File: src/design/mtdt_pkg.sv
// ----------------------------------------------------------------------------
// mtdt_pkg: shared types and constants of the timer bank
// Request codes, register indexes, the stored timer entry and its update rule.
// ----------------------------------------------------------------------------
package mtdt_pkg;

  localparam int REQ_W     = 2;
  localparam int BANK_W    = 2;
  localparam int TIDX_W    = 4;
  localparam int PRESET_W  = 16;
  localparam int COUNT_W   = 15;
  localparam int LIMIT_W   = 12;
  localparam int CFG_IDX_W = 2;
  localparam int NUM_BANKS = 4;

  // Request codes
  localparam logic [REQ_W-1:0] REQ_TICK  = 2'd0;
  localparam logic [REQ_W-1:0] REQ_START = 2'd1;
  localparam logic [REQ_W-1:0] REQ_STOP  = 2'd2;
  localparam logic [REQ_W-1:0] REQ_READ  = 2'd3;

  // Configuration register indexes
  localparam logic [CFG_IDX_W-1:0] CFG_LIMIT1 = 2'd0;
  localparam logic [CFG_IDX_W-1:0] CFG_LIMIT2 = 2'd1;
  localparam logic [CFG_IDX_W-1:0] CFG_LIMIT3 = 2'd2;

  localparam logic [LIMIT_W-1:0] LIMIT1_RST = 12'd10;
  localparam logic [LIMIT_W-1:0] LIMIT2_RST = 12'd100;
  localparam logic [LIMIT_W-1:0] LIMIT3_RST = 12'd1000;

  localparam logic [COUNT_W-1:0] COUNT_MAX = '1;

  typedef struct packed {
    logic [PRESET_W-1:0] preset;
    logic [COUNT_W-1:0]  count;
    logic                enable;
    logic                done;
  } timer_entry_t;

  localparam int ENTRY_W = $bits(timer_entry_t);

  typedef struct packed {
    logic               done;
    logic [COUNT_W-1:0] count;
    logic               running;
  } timer_result_t;

  // Prescalers that reached their limit on this tick
  typedef struct packed {
    logic bank1;
    logic bank2;
    logic bank3;
  } prescale_hit_t;

  // One timebase step of a timer
  function automatic timer_entry_t entry_tick(timer_entry_t e);
    timer_entry_t r;
    r = e;
    if (e.enable) begin
      r.done = ($signed({1'b0, e.count}) >= $signed(e.preset));
      if (e.count != COUNT_MAX) begin
        r.count = e.count + 15'd1;
      end else begin
        r.done = 1'b0;
      end
    end
    return r;
  endfunction

endpackage

File: src/design/mtdt_if.sv
// ----------------------------------------------------------------------------
// mtdt_if: channel interfaces of the timer bank
// Request, response and configuration channels, each with valid and ready.
// ----------------------------------------------------------------------------
interface mtdt_req_if;
  logic                                valid;
  logic                                ready;
  logic        [mtdt_pkg::REQ_W-1:0]    req_type;
  logic        [mtdt_pkg::BANK_W-1:0]   bank_sel;
  logic        [mtdt_pkg::TIDX_W-1:0]   timer_index;
  logic signed [mtdt_pkg::PRESET_W-1:0] preset_value;

  modport source (output valid, req_type, bank_sel, timer_index, preset_value,
                  input ready);
  modport sink   (input valid, req_type, bank_sel, timer_index, preset_value,
                  output ready);
endinterface

interface mtdt_rsp_if;
  logic                           valid;
  logic                           ready;
  logic                           timer_done;
  logic [mtdt_pkg::COUNT_W-1:0]   timer_count;
  logic                           timer_running;

  modport source (output valid, timer_done, timer_count, timer_running,
                  input ready);
  modport sink   (input valid, timer_done, timer_count, timer_running,
                  output ready);
endinterface

interface mtdt_cfg_if;
  logic                           valid;
  logic                           ready;
  logic [mtdt_pkg::CFG_IDX_W-1:0] index;
  logic [mtdt_pkg::LIMIT_W-1:0]   data;

  modport source (output valid, index, data, input ready);
  modport sink   (input valid, index, data, output ready);
endinterface

File: src/design/mtdt_ram.sv
// ----------------------------------------------------------------------------
// mtdt_ram: generic simple dual-port RAM
// One write port, one read port with registered read data.
// ----------------------------------------------------------------------------
module mtdt_ram #(
  parameter int WIDTH = 8,
  parameter int DEPTH = 16
) (
  input  logic                     clk,
  input  logic                     we,
  input  logic [$clog2(DEPTH)-1:0] waddr,
  input  logic [WIDTH-1:0]         wdata,
  input  logic                     re,
  input  logic [$clog2(DEPTH)-1:0] raddr,
  output logic [WIDTH-1:0]         rdata
);

  logic [WIDTH-1:0] mem [DEPTH];

  // Write port
  always_ff @(posedge clk) begin
    if (we) begin
      mem[waddr] <= wdata;
    end
  end

  // Registered read port
  always_ff @(posedge clk) begin
    if (re) begin
      rdata <= mem[raddr];
    end
  end

endmodule

File: src/design/mtdt_prescale.sv
// ----------------------------------------------------------------------------
// mtdt_prescale: timebase prescalers and limit registers
// Holds the three limit registers and flags which slow banks a tick updates.
// ----------------------------------------------------------------------------
module mtdt_prescale (
  input  logic                    clk,
  input  logic                    rst,
  mtdt_cfg_if.sink                cfg,
  input  logic                    tick_take,
  output mtdt_pkg::prescale_hit_t hits
);
  import mtdt_pkg::*;

  logic [LIMIT_W-1:0] limit1, limit2, limit3;
  logic [LIMIT_W-1:0] pre_a, pre_b, pre_c;

  assign cfg.ready = 1'b1;

  // Compare each prescaler against its limit
  assign hits.bank1 = (pre_a >= limit1);
  assign hits.bank2 = (pre_b >= limit2);
  assign hits.bank3 = (pre_c >= limit3);

  // Limit registers
  always_ff @(posedge clk) begin
    if (rst) begin
      limit1 <= LIMIT1_RST;
      limit2 <= LIMIT2_RST;
      limit3 <= LIMIT3_RST;
    end else if (cfg.valid) begin
      case (cfg.index)
        CFG_LIMIT1: limit1 <= cfg.data;
        CFG_LIMIT2: limit2 <= cfg.data;
        CFG_LIMIT3: limit3 <= cfg.data;
        default: ;
      endcase
    end
  end

  // Clear on hit, then advance all prescalers on every tick
  always_ff @(posedge clk) begin
    if (rst) begin
      pre_a <= '0;
      pre_b <= '0;
      pre_c <= '0;
    end else if (tick_take) begin
      pre_a <= (hits.bank1 ? '0 : pre_a) + 12'd1;
      pre_b <= (hits.bank2 ? '0 : pre_b) + 12'd1;
      pre_c <= (hits.bank3 ? '0 : pre_c) + 12'd1;
    end
  end

endmodule

File: src/design/mtdt_seq.sv
// ----------------------------------------------------------------------------
// mtdt_seq: timer store sequencer
// Clears the timer store after reset, walks it on ticks and does a
// read-modify-write for start, stop and read requests.
// ----------------------------------------------------------------------------
module mtdt_seq #(
  parameter int TIMERS_PER_BANK = 16
) (
  input  logic                    clk,
  input  logic                    rst,
  mtdt_req_if.sink                req,
  mtdt_rsp_if.source              rsp,
  input  mtdt_pkg::prescale_hit_t hits,
  output logic                    tick_take
);
  import mtdt_pkg::*;

  localparam int IDX_W = (TIMERS_PER_BANK > 1) ? $clog2(TIMERS_PER_BANK) : 1;
  localparam int AW    = IDX_W + BANK_W;
  localparam int DEPTH = 1 << AW;
  localparam int XW    = (IDX_W > TIDX_W) ? IDX_W : TIDX_W;

  localparam logic [2:0] ST_CLEAR = 3'd0;
  localparam logic [2:0] ST_IDLE  = 3'd1;
  localparam logic [2:0] ST_TICK  = 3'd2;
  localparam logic [2:0] ST_READ  = 3'd3;
  localparam logic [2:0] ST_MOD   = 3'd4;
  localparam logic [2:0] ST_OUT   = 3'd5;

  logic [2:0]           state;
  logic [AW-1:0]        clr_ptr;
  logic [AW-1:0]        rd_ptr;
  logic                 rd_active;
  logic                 wb_valid;
  logic [AW-1:0]        wb_addr;
  logic [NUM_BANKS-1:0] bank_upd;
  logic                 out_valid;

  logic [REQ_W-1:0]     it_req;
  logic [AW-1:0]        it_addr;
  logic [PRESET_W-1:0]  it_preset;
  timer_result_t        res;
  timer_result_t        out_data;

  logic                 accept;
  logic                 in_range;
  logic [XW-1:0]        idx_wide;
  logic [AW-1:0]        in_addr;
  logic                 out_free;

  logic                 mem_we;
  logic [AW-1:0]        mem_waddr;
  logic [ENTRY_W-1:0]   mem_wdata;
  logic                 mem_re;
  logic [AW-1:0]        mem_raddr;
  logic [ENTRY_W-1:0]   mem_rdata;

  timer_entry_t         rd_entry;
  timer_entry_t         mod_entry;
  timer_entry_t         tick_entry;

  mtdt_ram #(
    .WIDTH (ENTRY_W),
    .DEPTH (DEPTH)
  ) u_store (
    .clk   (clk),
    .we    (mem_we),
    .waddr (mem_waddr),
    .wdata (mem_wdata),
    .re    (mem_re),
    .raddr (mem_raddr),
    .rdata (mem_rdata)
  );

  // Handshake and request decode
  assign req.ready = (state == ST_IDLE);
  assign accept    = req.valid && req.ready;
  assign tick_take = accept && (req.req_type == REQ_TICK);
  assign in_range  = (int'(req.timer_index) < TIMERS_PER_BANK);
  assign idx_wide  = XW'(req.timer_index);
  assign in_addr   = {req.bank_sel, idx_wide[IDX_W-1:0]};
  assign out_free  = !out_valid || rsp.ready;

  assign rsp.valid         = out_valid;
  assign rsp.timer_done    = out_data.done;
  assign rsp.timer_count   = out_data.count;
  assign rsp.timer_running = out_data.running;

  assign rd_entry = timer_entry_t'(mem_rdata);

  // Apply start or stop to the addressed entry
  always_comb begin
    mod_entry = rd_entry;
    unique case (it_req)
      REQ_START: begin
        if (!rd_entry.enable) begin
          mod_entry.preset = it_preset;
          mod_entry.count  = '0;
          mod_entry.enable = 1'b1;
          mod_entry.done   = 1'b0;
        end
      end
      REQ_STOP: begin
        if (rd_entry.enable) begin
          mod_entry.enable = 1'b0;
          mod_entry.done   = 1'b0;
        end
      end
      REQ_READ, REQ_TICK: mod_entry = rd_entry;
    endcase
  end

  // Step the entry only if its bank is due on this tick
  assign tick_entry = bank_upd[wb_addr[AW-1 -: BANK_W]] ? entry_tick(rd_entry) : rd_entry;

  // Memory port steering
  always_comb begin
    mem_we    = 1'b0;
    mem_waddr = clr_ptr;
    mem_wdata = '0;
    mem_re    = 1'b0;
    mem_raddr = rd_ptr;
    unique case (state)
      ST_CLEAR: mem_we = 1'b1;
      ST_TICK: begin
        mem_re    = rd_active;
        mem_we    = wb_valid;
        mem_waddr = wb_addr;
        mem_wdata = tick_entry;
      end
      ST_READ: begin
        mem_re    = 1'b1;
        mem_raddr = it_addr;
      end
      ST_MOD: begin
        mem_we    = 1'b1;
        mem_waddr = it_addr;
        mem_wdata = mod_entry;
      end
      default: ;
    endcase
  end

  // Sequencer control
  always_ff @(posedge clk) begin
    if (rst) begin
      state     <= ST_CLEAR;
      clr_ptr   <= '0;
      rd_ptr    <= '0;
      rd_active <= 1'b0;
      wb_valid  <= 1'b0;
      bank_upd  <= '0;
      out_valid <= 1'b0;
    end else begin
      unique case (state)
        ST_CLEAR: begin
          clr_ptr <= clr_ptr + 1'b1;
          if (&clr_ptr) begin
            state <= ST_IDLE;
          end
        end
        ST_IDLE: begin
          if (accept) begin
            priority if (req.req_type == REQ_TICK) begin
              state     <= ST_TICK;
              rd_ptr    <= '0;
              rd_active <= 1'b1;
              wb_valid  <= 1'b0;
              bank_upd  <= {hits.bank3, hits.bank2, hits.bank1, 1'b1};
            end else if (!in_range) begin
              state <= ST_OUT;
            end else begin
              state <= ST_READ;
            end
          end
        end
        ST_TICK: begin
          if (rd_active) begin
            rd_ptr <= rd_ptr + 1'b1;
            if (&rd_ptr) begin
              rd_active <= 1'b0;
            end
          end
          wb_valid <= rd_active;
          if (!rd_active && wb_valid) begin
            state <= ST_OUT;
          end
        end
        ST_READ: state <= ST_MOD;
        ST_MOD:  state <= ST_OUT;
        ST_OUT: begin
          if (out_free) begin
            state <= ST_IDLE;
          end
        end
        default: state <= ST_IDLE;
      endcase

      // Load a finished result, drop it once taken
      if (state == ST_OUT && out_free) begin
        out_valid <= 1'b1;
      end else if (rsp.ready) begin
        out_valid <= 1'b0;
      end
    end
  end

  // Request capture, write-back address and result payload
  always_ff @(posedge clk) begin
    if (accept) begin
      it_req    <= req.req_type;
      it_addr   <= in_addr;
      it_preset <= req.preset_value;
      res       <= '0;
    end
    if (state == ST_TICK) begin
      wb_addr <= rd_ptr;
    end
    if (state == ST_MOD) begin
      res.done    <= mod_entry.done;
      res.count   <= mod_entry.count;
      res.running <= mod_entry.enable;
    end
    if (state == ST_OUT && out_free) begin
      out_data <= res;
    end
  end

  // Never read and write the same entry in one cycle
  a_no_rw_overlap: assert property (@(posedge clk) disable iff (rst)
    (mem_we && mem_re) |-> (mem_waddr != mem_raddr))
    else $error("timer store read and write hit the same entry");

  // Tick write-back goes to the entry read in the cycle before
  a_wb_follows_rd: assert property (@(posedge clk) disable iff (rst)
    (state == ST_TICK && wb_valid) |-> (wb_addr == $past(rd_ptr)))
    else $error("tick write-back address out of step with read");

  // Modify only right after the read of the same request
  a_mod_after_read: assert property (@(posedge clk) disable iff (rst)
    (state == ST_MOD) |-> ($past(state) == ST_READ))
    else $error("modify without preceding read");

  // A pending result is never overwritten
  a_out_hold: assert property (@(posedge clk) disable iff (rst)
    (state == ST_OUT && out_valid && !rsp.ready) |=> (state == ST_OUT))
    else $error("result dropped while response stalled");

endmodule

File: src/design/multi_timebase_on_delay_timer_bank_top.sv
// ----------------------------------------------------------------------------
// multi_timebase_on_delay_timer_bank_top: four banks of on-delay timers
// Timebases of 1, 10, 100 and 1000 ticks by default, state held in one timer RAM.
// ----------------------------------------------------------------------------
// Usage:
//   req carries one request: tick, start, stop or read of a timer addressed
//   by bank_sel and timer_index. rsp returns one result per request: the
//   addressed timer's done, count and running bits after the request (all
//   zero for a tick or an index beyond the bank). cfg writes the three
//   prescaler limit registers; it is always ready. The user must write it
//   only while the block is idle; the block itself does not enforce this.
//   Start, stop and read pass from acceptance to rsp.valid through read,
//   modify and write back, and load result; an index beyond the bank goes
//   straight to load result. A tick walks every timer RAM entry (4 times
//   TIMERS_PER_BANK rounded up to a power of two), one per cycle. One
//   request is in flight at a time. After reset the timer RAM is cleared
//   one entry a cycle; req.ready stays low meanwhile. When rsp stalls, a
//   finished result holds in the output register and the next request is
//   accepted; its result waits until the held one is taken.
// ----------------------------------------------------------------------------
module multi_timebase_on_delay_timer_bank_top #(
  parameter int TIMERS_PER_BANK = 16
) (
  input  logic       clk,
  input  logic       rst,
  mtdt_req_if.sink   req,
  mtdt_rsp_if.source rsp,
  mtdt_cfg_if.sink   cfg
);
  import mtdt_pkg::*;

  logic          tick_take;
  prescale_hit_t hits;

  // Prescalers and limit registers
  mtdt_prescale u_prescale (
    .clk       (clk),
    .rst       (rst),
    .cfg       (cfg),
    .tick_take (tick_take),
    .hits      (hits)
  );

  // Timer store and request sequencer
  mtdt_seq #(
    .TIMERS_PER_BANK (TIMERS_PER_BANK)
  ) u_seq (
    .clk       (clk),
    .rst       (rst),
    .req       (req),
    .rsp       (rsp),
    .hits      (hits),
    .tick_take (tick_take)
  );

endmodule

File: src/flat_wrapper.sv
// flat-port wrapper written by rule: the top's interface ports become plain ports
module multi_timebase_on_delay_timer_bank_top_flat import mtdt_pkg::*;
#(
  parameter int TIMERS_PER_BANK = 16
)
  (clk, rst, req_valid, req_req_type, req_bank_sel, req_timer_index, req_preset_value, req_ready, rsp_valid, rsp_timer_done, rsp_timer_count, rsp_timer_running, rsp_ready, cfg_valid, cfg_index, cfg_data, cfg_ready);
  mtdt_req_if req_i ();
  mtdt_rsp_if rsp_i ();
  mtdt_cfg_if cfg_i ();
  input  logic clk;
  input  logic rst;
  input wire logic [$bits(req_i.valid)-1:0] req_valid;
  input wire logic [$bits(req_i.req_type)-1:0] req_req_type;
  input wire logic [$bits(req_i.bank_sel)-1:0] req_bank_sel;
  input wire logic [$bits(req_i.timer_index)-1:0] req_timer_index;
  input wire logic [$bits(req_i.preset_value)-1:0] req_preset_value;
  output wire logic [$bits(req_i.ready)-1:0] req_ready;
  output wire logic [$bits(rsp_i.valid)-1:0] rsp_valid;
  output wire logic [$bits(rsp_i.timer_done)-1:0] rsp_timer_done;
  output wire logic [$bits(rsp_i.timer_count)-1:0] rsp_timer_count;
  output wire logic [$bits(rsp_i.timer_running)-1:0] rsp_timer_running;
  input wire logic [$bits(rsp_i.ready)-1:0] rsp_ready;
  input wire logic [$bits(cfg_i.valid)-1:0] cfg_valid;
  input wire logic [$bits(cfg_i.index)-1:0] cfg_index;
  input wire logic [$bits(cfg_i.data)-1:0] cfg_data;
  output wire logic [$bits(cfg_i.ready)-1:0] cfg_ready;
  assign req_i.valid = req_valid;
  assign req_i.req_type = req_req_type;
  assign req_i.bank_sel = req_bank_sel;
  assign req_i.timer_index = req_timer_index;
  assign req_i.preset_value = req_preset_value;
  assign req_ready = req_i.ready;
  assign rsp_valid = rsp_i.valid;
  assign rsp_timer_done = rsp_i.timer_done;
  assign rsp_timer_count = rsp_i.timer_count;
  assign rsp_timer_running = rsp_i.timer_running;
  assign rsp_i.ready = rsp_ready;
  assign cfg_i.valid = cfg_valid;
  assign cfg_i.index = cfg_index;
  assign cfg_i.data = cfg_data;
  assign cfg_ready = cfg_i.ready;
  multi_timebase_on_delay_timer_bank_top #(.TIMERS_PER_BANK(TIMERS_PER_BANK)) u_core (.clk(clk), .rst(rst), .req(req_i), .rsp(rsp_i), .cfg(cfg_i));
endmodule
File: config.mk
export PLATFORM = sky130hd
export DESIGN_NAME = multi_timebase_on_delay_timer_bank_top_flat
export DESIGN_NICKNAME = d
export VERILOG_FILES = /design/src/design/mtdt_pkg.sv /design/src/design/mtdt_if.sv /design/src/design/mtdt_ram.sv /design/src/design/mtdt_prescale.sv /design/src/design/mtdt_seq.sv /design/src/design/multi_timebase_on_delay_timer_bank_top.sv /design/src/flat_wrapper.sv
export SDC_FILE = /design/constraint.sdc
export NUM_CORES = 2
export LEC_CHECK = 0
export BUFFER_PORTS_ARGS = -buffer_cell sky130_fd_sc_hd__buf_2
export CORE_MARGIN = 3
export CORE_UTILIZATION = 51
export CTS_CLUSTER_SIZE = 14
export DETAILED_ROUTE_END_ITERATION = 8
export GPL_TIMING_DRIVEN = 0
export PLACE_DENSITY = 0.66
export RECOVER_POWER = 100
export SLEW_MARGIN = 40
export SYNTH_ARGS = -nofsm -noshare
export SYNTH_HDL_FRONTEND = slang
export SYNTH_SLANG_ARGS = --single-unit
export TNS_END_PERCENT = 1
File: constraint.sdc
create_clock -name clk -period 9.68 [get_ports clk]
set_input_delay 0.968 -clock clk [delete_from_list [all_inputs] [get_ports clk]]
set_output_delay 0.968 -clock clk [all_outputs]
set_load 0.005 [all_outputs]
==> key figures <==
Placement
  • Port buffer count: 61
  • Hpwl dp: 219000 µm
  • Post-placement cell count: 7869
  • Final RePlAce weighted congestion: 0.974

Critical path
  • Crit Path Max Fanout: 10
  • Crit-path cells: nand3b_1 -> mux2i_1 -> clkbuf_1 -> clkbuf_1 -> clkbuf_1 -> mux2i_1 -> o22ai_1 -> o41ai_1 -> nand4_1
  • CP peak stage delay: 1530 ps
  • Most used cell, CP: clkbuf_1
  • Crit start category: register
  • Critical Path RT: 10100 ps
  • Reg2reg start: u_core.u_seq.state[0]
  • WS Path Type: reg2reg
  • Worst setup path startpoint: u_core.u_seq.state[0]
  • Data arrival time of the critical path: 7740 ps
  • Slowest-stage cell, CP: clkbuf_1
  • CP Capture Type: register

STA
  • Slew at the pin closest to its max-slew limit: 2910 ps
  • Fmax: 0.137 GHz
  • Unrepaired setup endpoints after global routing: no
  • Rel. slew slack: -93.7%
  • Min Clock Period, post-route: 7320 ps
  • Post-Route Skew: 46.7 ps
  • Count of final setup violators: 0
  • Period Utilization, post-route: 75.6%
  • Final Slew Violations: 1254
  • Hold Vio Cnt, Final: 0

Routing
  • DR iter-0 viols: 8845
  • Drt wl/cell: 36.5 µm
  • Via/cell ratio: 6.59
  • Pre-antenna DRT Iters: 6
  • Residual DRC count: 0
  • Routed via count: 54500
  • Final wirelength: 302000 µm
  • Final antenna-violating net count: 0

Final layout
  • Util after Layout: 58.3%
  • Commonest non-fill, non-tap cell in the layout: edfxtp_1
  • Share of cells above drive strength 1: 10.8%
  • Area delta synth->final: 13.1%
  • Final instance count without filler cells: 8279
  • Post-layout nets: 5869
  • Most frequent cells in the layout: 2209 x edfxtp_1, 1062 x mux2i_1, 518 x o22ai_1

Clock network
  • CTS Hold Bufs: 0
  • TritonCTS Sinks: 2303
  • Clock latency on the worst-skew pair: 880 ps
  • Clk buf depth: 3
  • Total CTS buffers: 218
  • CTS tree: built
  • Resized cells post-CTS: 0
  • H-tree Lvls: 4
  • Reg clk slew, reported paths: 70 ps
  • Setup Buffers After CTS: 0
  • CTS root buffer: clkbuf_16

Power
  • Lkg Pwr: 39.1 nW
  • Sw power: 4.69 mW
  • Gate power share: 5.6%
  • PwrDens: 204 nW/µm²
  • Sw Ratio: 22.6%
  • Internal power: 16.1 mW
  • Sequential power share: 54.0%
  • VDD IR max: 0.167 mV
  • Clock power frac: 40.3%

Synthesis
  • EDFF count, synth: 2209
  • Ys flop type: edfxtp_1
  • Post-synthesis sequential area ratio: 75.8%
  • Post-synth cell types: 66
  • Seq cells post-synth: 2303
  • Post-Syn Nets: 5323
  • Mapped cell area: 90000 µm²
  • Syn avg cell area: 17.2 µm²
  • Asr flop ratio synth: 0%
  • Post-synthesis instance total: 5220
  • YS warnings: 0

Hold path
  • Hold_sp: req_bank_sel[1]
  • Hold WC Path Type: in2reg

Global route
  • Antenna violations before repair: 8
  • Largest net degree at the start of global routing: 49
  • First-pass GRT wire length: 407000 µm
  • GRT Overall Usage: 32.9%
  • Number of global-route vias before repair: 50400
  • Grt ovf: 0

Outcome
  • Outcome: finished with violations
  • Failing checks: max-capacitance violations, max-slew violations

Floorplanning
  • Core Region: 175000 µm²
  • Die ar.: 182000 µm²
  • Die span in y: 426 µm
  • Initial Utilization: 51.5%
  • Die width: 426 µm
  • Io pins: 63
  • Rows: 153

Run
  • Max-Cap Viols: 48
-- per-layer routing --
layer	track usage [%]	wire length (µm)	up-vias
met5	0.108	210	-
met4	14.8	17800	6
met3	12.1	48200	691
met2	46.2	124000	4045
met1	45.9	112000	27600
li1	-	-	22200
-- critical path, delay by kind of cell (launching register included) --
family | cells | cell delay, ps
compound gates | 2 | 1270
simple gates | 2 | 890
mux | 2 | 800
flops | 1 | 410
buf+inv | 3 | 3500
-- Yosys cell counts, drive strengths merged, types with 20 or more instances --
master,count,area [µm²]
edfxtp,2209,66300
mux2i,1062,10600
o22ai,536,3350
buf,206,1050
nand2,140,533
o41ai,134,1170
nor2,120,450
dfxtp,94,1880
clkbuf,87,327
a21oi,67,335
inv,66,248
o21ai,61,305
ha,60,751
nand4,49,307
nand3,48,240
a21o,27,203
and2,20,125
and3,20,125
-- path summary, 6_finish.rpt --
path | endpoint | slack [ps] | cells past startpoint
max reg2reg | u_core.u_seq.u_store.rdata[5] | 2360 | 9
min reg2reg | u_core.u_seq.rsp.timer_count[12] | 420 | 0
max | u_core.u_seq.u_store.rdata[5] | 2360 | 9
min | u_core.u_seq.it_addr[5] | 290 | 1
-- final cells by class --
| type | count | area, µm² |
|---|---|---|
| Buffer | 293 | 1390 |
| Clock buffer | 287 | 5780 |
| Sequential cell | 2303 | 68200 |
| Fill cell | 13200 | 72800 |
| Antenna cell | 7 | 17.5 |
| Tap cell | 2325 | 2910 |
| Timing Repair Buffer | 326 | 1330 |
| Clock inverter | 114 | 1120 |
| Multi-Input combinational cell | 2558 | 20800 |
| Inverter | 66 | 248 |
-- state kept, by name, summed over array words and instances, names as in the netlist, 12 cells and up --
| signal | flops |
|---|---|
| u_core.u_prescale.limit3 | 12 |
| u_core.u_seq.rsp.timer_count | 15 |
| u_core.u_seq.u_store.mem | 2112 |
| u_core.u_seq.u_store.rdata | 33 |
| u_core.u_prescale.pre_a | 12 |
| u_core.u_prescale.pre_b | 12 |
| u_core.u_seq.res | 17 |
| u_core.u_prescale.limit2 | 12 |
| u_core.u_prescale.limit1 | 12 |
| u_core.u_seq.it_preset | 16 |
| u_core.u_prescale.pre_c | 12 |
-- power by group through the flow --
stage | registers [mW] | logic, mW | clock network [mW]
final | 11.2 | 1.17 | 8.38
after global routing | 11.2 | 1.17 | 8.80
after CTS | 11.2 | 1.25 | 8.39
after detailed placement | 11.4 | 1.24 | 0
after global placement | 11.5 | 0.998 | 0
after floorplan | 11.4 | 0.450 | 0
-- per-stage QoR --
stage                     setup slack, ps  instance area [µm²]  setup TNS (ps)  power [mW]  hold slack (ps)
final                                2360               102000               0        20.8              294
after CTS                            4760               106000               0        20.9              235
after floorplan                      3760                90000               0        11.9              400
after global placement              -4480                93200         -598290        12.5              400
after detailed placement             4810                99400               0        12.7              405
after global routing                 2670               102000               0        21.2              266
-- kinds of logic after synthesis --
logic type / Yosys count / synth area share (%)
adders and majority gates: 60 / 0.834
muxes: 1065 / 11.9
AOI/OAI and AO/OA: 921 / 6.82
buffers and inverters: 359 / 1.81
and+or+nand+nor: 505 / 2.82
other: 1 / 0.00417
xor gates and xnor gates: 6 / 0.0584
DFF: 2303 / 75.8
Note: power is estimated with default switching activity, not from simulation.
